`src/sv/srt_pkg.sv`:
```
`timescale 1ns / 1ps
// ----------------------------------------------------------------------------
// srt_pkg: shared types and codes of the sorted region table
// request codes, status codes, default sizes and the cell control group
// ----------------------------------------------------------------------------
package srt_pkg;

    // default table geometry
    localparam int TABLE_ENTRIES_DEF = 64;
    localparam int ADDR_BITS_DEF     = 48;
    localparam int HANDLE_BITS       = 16;

    // request codes
    localparam logic [1:0] REQ_INSERT  = 2'd0;
    localparam logic [1:0] REQ_REMOVE  = 2'd1;
    localparam logic [1:0] REQ_EXACT   = 2'd2;
    localparam logic [1:0] REQ_CONTAIN = 2'd3;

    // status codes
    localparam logic [1:0] ST_OK   = 2'd0;
    localparam logic [1:0] ST_MISS = 2'd1;
    localparam logic [1:0] ST_FULL = 2'd2;

    // control broadcast from the sequencer to every cell
    typedef struct packed {
        logic cmp;  // latch compare flags against the request
        logic ins;  // open a slot and write the new region
        logic rem;  // close the slot of the first exact match
    } t_cell_ctl;

endpackage

```
`src/sv/srt_cell.sv`:
```
`timescale 1ns / 1ps
// ----------------------------------------------------------------------------
// srt_cell: one slot of the sorted region table
// holds one region, compares it with the request and shifts to or from
// its neighbors on insert and remove
// ----------------------------------------------------------------------------
module srt_cell #(
    parameter int ADDR_BITS   = srt_pkg::ADDR_BITS_DEF,
    parameter int HANDLE_BITS = srt_pkg::HANDLE_BITS
) (
    input  logic                   i_clk,
    input  srt_pkg::t_cell_ctl     i_ctl,
    input  logic                   i_valid,
    // request fields
    input  logic [ADDR_BITS-1:0]   i_req_addr,
    input  logic [ADDR_BITS-1:0]   i_req_size,
    input  logic [HANDLE_BITS-1:0] i_req_handle,
    // left neighbor
    input  logic                   i_left_lt,
    input  logic [ADDR_BITS-1:0]   i_left_start,
    input  logic [ADDR_BITS-1:0]   i_left_size,
    input  logic [HANDLE_BITS-1:0] i_left_handle,
    // right neighbor
    input  logic [ADDR_BITS-1:0]   i_right_start,
    input  logic [ADDR_BITS-1:0]   i_right_size,
    input  logic [HANDLE_BITS-1:0] i_right_handle,
    // slot contents and flags
    output logic [ADDR_BITS-1:0]   o_start,
    output logic [ADDR_BITS-1:0]   o_size,
    output logic [HANDLE_BITS-1:0] o_handle,
    output logic                   o_lt,
    output logic                   o_hit,
    output logic                   o_cont
);

    logic [ADDR_BITS-1:0]   r_start;
    logic [ADDR_BITS-1:0]   r_size;
    logic [HANDLE_BITS-1:0] r_handle;
    logic                   r_lt;
    logic                   r_eq;
    logic                   r_cont;

    logic                   n_lt;
    logic                   n_eq;
    logic                   n_cont;
    logic [ADDR_BITS:0]     w_end;

    // compare against the request, end address one bit wider
    always_comb begin
        w_end  = {1'b0, r_start} + {1'b0, r_size};
        n_lt   = i_valid && (r_start < i_req_addr);
        n_eq   = i_valid && (r_start == i_req_addr);
        n_cont = i_valid && (r_start <= i_req_addr) && ({1'b0, i_req_addr} < w_end);
    end

    // flags latched in the compare cycle
    always_ff @(posedge i_clk) begin
        if (i_ctl.cmp) begin
            r_lt   <= n_lt;
            r_eq   <= n_eq;
            r_cont <= n_cont;
        end
    end

    // slot contents: keep, take new, take left or take right
    always_ff @(posedge i_clk) begin
        if (i_ctl.ins && !r_lt) begin
            if (i_left_lt) begin
                r_start  <= i_req_addr;
                r_size   <= i_req_size;
                r_handle <= i_req_handle;
            end else begin
                r_start  <= i_left_start;
                r_size   <= i_left_size;
                r_handle <= i_left_handle;
            end
        end else if (i_ctl.rem && !r_lt) begin
            r_start  <= i_right_start;
            r_size   <= i_right_size;
            r_handle <= i_right_handle;
        end
    end

    assign o_start  = r_start;
    assign o_size   = r_size;
    assign o_handle = r_handle;
    assign o_lt     = r_lt;
    // first equal start sits right after the last smaller one
    assign o_hit    = r_eq && i_left_lt;
    assign o_cont   = r_cont;

endmodule

```
`config.mk`:
```
export PLATFORM = sky130hd
export DESIGN_NAME = srt_cell
export DESIGN_NICKNAME = d
export VERILOG_FILES = /design/src/sv/srt_pkg.sv /design/src/sv/srt_cell.sv
export SDC_FILE = /design/constraint.sdc
export NUM_CORES = 1
export LEC_CHECK = 0
export ABC_AREA = 1
export BUFFER_PORTS_ARGS = -buffer_cell sky130_fd_sc_hd__buf_2
export CAP_MARGIN = 25
export CORE_ASPECT_RATIO = 0.7
export CORE_MARGIN = 5
export CORE_UTILIZATION = 39
export DETAILED_ROUTE_END_ITERATION = 16
export GPL_ROUTABILITY_DRIVEN = 0
export HOLD_SLACK_MARGIN = 0.03
export PLACE_DENSITY = 0.8
export SLEW_MARGIN = 5
export SYNTH_ARGS = -nofsm -noshare
export SYNTH_HDL_FRONTEND = slang
export SYNTH_SLANG_ARGS = --single-unit
```
`constraint.sdc`:
```
create_clock -name i_clk -period 6.05 [get_ports i_clk]
set_input_delay 1.21 -clock i_clk [delete_from_list [all_inputs] [get_ports i_clk]]
set_output_delay 1.21 -clock i_clk [all_outputs]
set_load 0.05 [all_outputs]
```
==> metrics <==
final standard cell count with taps included and fillers excluded around 2.4k; max-cap viol count 0; summed instance area of the synthesized netlist 11540 sq um; fraction of registers with async set/reset 0%; share of total power in combinational logic a little under half; average footprint of a synthesized cell 7.132 sq um; post-CTS resize count 0; number of cells traversed by the worst hold path 1; global route overflow 0; Met3 Routed Length roughly 4.5 mm; hold-critical path endpoint o_handle[11]$_DFFE_PP_; most numerous cell on the critical path sky130_fd_sc_hd__nand2_1; floorplan row count 52; area of the multi-input gates slightly above 7000 sq um; reg-to-reg critical path endpoint o_cont$_DFFE_PP_; number of buffers inserted by port buffering around 460; Detailed Routing Iterations Pass 1 7; number of placed cells counting well taps about 2.4k; Worst Path Max Fanout 4; DRC violations left 0; detailed-route vias per instance between 5 and 6; uppermost metal layer occupied by signal nets met5; number of cells on the worst reg-to-reg path 18; maximum vdd drop 143.7 uV; capturing element type of the critical path flip-flop; standard cell core area 29020 sq um; TritonCTS sink count 115; unique cell type count in the Yosys netlist 47; Clock Pin Slew Worst Setup and Hold Paths around 60 ps; required time at the worst-slack endpoint ~6200 ps; most common library cell in the layout ignoring fill and taps sky130_fd_sc_hd__nand2_1; fraction of power spent switching nets ~43%; outcome completed; clock network fraction of total power around a quarter; number of flops mapped to enable cells by yosys ~120; number of buffers added by the clock tree synthesis step 17; first-pass GRT wire length about 70 mm; final instance area 14790 sq um; die outline height approximately 150 um; leakage 7.328 nW; worst-path cell with the longest stage delay sky130_fd_sc_hd__edfxtp_1; commonest register cell after synthesis sky130_fd_sc_hd__edfxtp_1; post-synthesis sequential element count about 120; final period utilization between 60% and 70%; Root Buffer sky130_fd_sc_hd__clkbuf_16; Crit path largest cell delay ~440 ps; Sequential Area between 3000 and 4000 sq um; commonest cells after routing, fill and taps aside sky130_fd_sc_hd__nand2_1, sky130_fd_sc_hd__buf_2, sky130_fd_sc_hd__nor2_1; category of the worst setup path launch point flip-flop; combined global-route utilization of all metal layers between 20% and 30%; Initial Utilization around 40%; worst relative slew slack ~52%; Sequential Power Share between 20 and 30%; power per unit of standard cell area around 260 nW/um^2; filler instances ~2.8k; internal power 2.200 mW; final critical-path required period 3964 ps; post-CTS setup buffer count 0; post-route clock skew ~8.6 ps; startpoint of the worst hold path o_lt$_DFFE_PP_; CTS Hold Bufs 0; cells after synthesis about 1.6k; count of boundary I/O pins roughly 460; Post-Route Hold Slack a little over 800 ps; vias in the first global route 12.49k; Total Negative Setup Slacks 0 ps; actual transition at the worst max-transition pin 724.8 ps; net switching power 1.676 mW; met1 routed wirelength after detailed routing ~18 mm; share of cells above drive strength 1 a little over a quarter; count of routing violations after the opening detailed-route iteration roughly 1.0k; number of warning messages in the yosys log 0; Die X-Extent between 200 and 250 um; post-DP HPWL roughly 38 mm; Post-Syn Nets around 2.1k; sequential-to-total area share from yosys stat roughly 30%; slack of the worst reg-to-reg path between 2000 and 2500 ps; total vias in the final route 13.02k; area growth from synthesis to layout 28.19%; number of slew-limit violations in the final report 0; final antenna-violating net count 0; Final Hold Viols 0; Post-layout nets approximately 2.5k; total cell area at the placement stage about 14000 sq um; cell chain of the critical path ha_1, a21oi_1, o21ai_0, a21oi_1, o21ai_0, a21oi_1, xor2_1, ha_1, nand2_1, nor3b_1, and3_1, nand2_1, nand2_1, nand2_1, nand2_1, nand2_1, nand2_1, a21oi_1; RSZ-0062 raised after global routing false; worst hold path type flip-flop to flip-flop; WL final 44.94 mm; beginning of the critical path o_start[15]$_DFFE_PP_; number of antenna violations at the first check in global routing 4; DIE AREA ~33000 sq um; number of failing setup endpoints in the final timing report 0; maximum number of pins on one net before global-route repair between 90 and 100; data arrival time at the worst-slack endpoint between 4000 and 5000 ps; FMAX 0.2522 GHz; Wirelength per Cell approximately 18 um; CTS H-tree lvls 4; CTS max path bufs 2; source of the worst register-to-register timing path o_start[15]$_DFFE_PP_; total met2 wirelength after detailed routing ~21 mm; later-pin clock latency in the skew report 440 ps; CTS tree done; type of the setup path with the least slack flip-flop to flip-flop
## layout make-up
cell class	count	share of cell area [%]
diodes	2	0.03383
clock buffers	19	2.927
clock inverters	12	0.9050
inverters	176	4.483
multi-input cells	1276	48.92
flip-flops and latches	115	23.34
well taps	378	3.197
repair buffers	464	16.19
## power groups by stage
stage / sequential, mW / clock, mW / combinational, mW
floorplan: 1.31 / 0 / 0.997
detailed placement: 1.06 / 0 / 1.80
finish: 1.05 / 0.991 / 1.84
CTS: 1.05 / 1.02 / 1.82
global placement: 1.06 / 0 / 1.75
global route: 1.05 / 1.05 / 2.03
## kinds of logic (layout without fill, tap and decap cells)
family | count (synthesis) | in the layout | share of synthesized area [%]
other | 0 | 2 | 0
DFF | 115 | 115 | 29.93
AOI/OAI and AO/OA | 302 | 302 | 15.88
buffers and inverters | 227 | 671 | 7.492
and+or+nand+nor | 789 | 789 | 27.91
adders and majority gates | 144 | 144 | 15.68
xor gates and xnor gates | 41 | 41 | 3.112
## worst max path at each step
stage,slack [ps],cells after the start,endpoint
after floorplan,1470,2,o_handle[0]$_DFFE_PP_
after global placement,2340,20,o_cont$_DFFE_PP_
after detailed placement,2280,21,o_cont$_DFFE_PP_
after CTS,2270,21,o_cont$_DFFE_PP_
after global routing,1950,20,o_cont$_DFFE_PP_
final,2090,18,o_cont$_DFFE_PP_
## sequential cells by signal, summed over array words and instances, names as in the netlist
signal    count
o_size       48
o_lt          1
o_start      48
o_handle     16
r_eq          1
o_cont        1
## cell usage after synthesis (all sizes together), types with 2 or more instances
cell    instances  area, sq um
xnor2          23        201.4
a21o           10        75.07
nand2         485         1881
nand3b          2        15.01
ha            143         1789
clkbuf         32        120.1
o21ai          43        230.2
a31oi         121        763.2
nor2          223        844.6
edfxtp        115         3453
a21boi          3        22.52
nand3          40        220.2
nand4          15        100.1
nor3           16        90.09
inv           176        660.6
a21oi         101        543.0
xor2           18        157.7
o21bai         13        108.9
nor4            4        43.80
o21a            6        45.04
buf            19        83.83
o211ai          2        20.02
## through the flow
stage          util (%)  power, mW  setup slack (ps)
3_5_place_dp      49.01      2.867              2277
4_1_cts           50.96      3.881              2269
5_1_grt           50.98      4.135              1952
2_1_floorplan         -      2.302              1469
3_3_place_gp      48.94      2.812              2343
6_report          50.98      3.876              2086
## critical path, delay by kind of cell (launching register included)
| kind | cells | cell delay [ps] |
|---|---|---|
| simple gates | 9 | 1060 |
| xor+xnor | 1 | 130 |
| compound gates | 6 | 1370 |
| flops | 1 | 440 |
| fa+ha+maj | 2 | 720 |
## layer usage
metal | global-route usage, % | vias to the layer above
met1 | 33.07 | 5935
met3 | 7.134 | 76
li1 | - | 6325
met2 | 44.15 | 682
met5 | 0 | -
met4 | 7.737 | 4
Note: power is estimated with default switching activity, not from simulation.
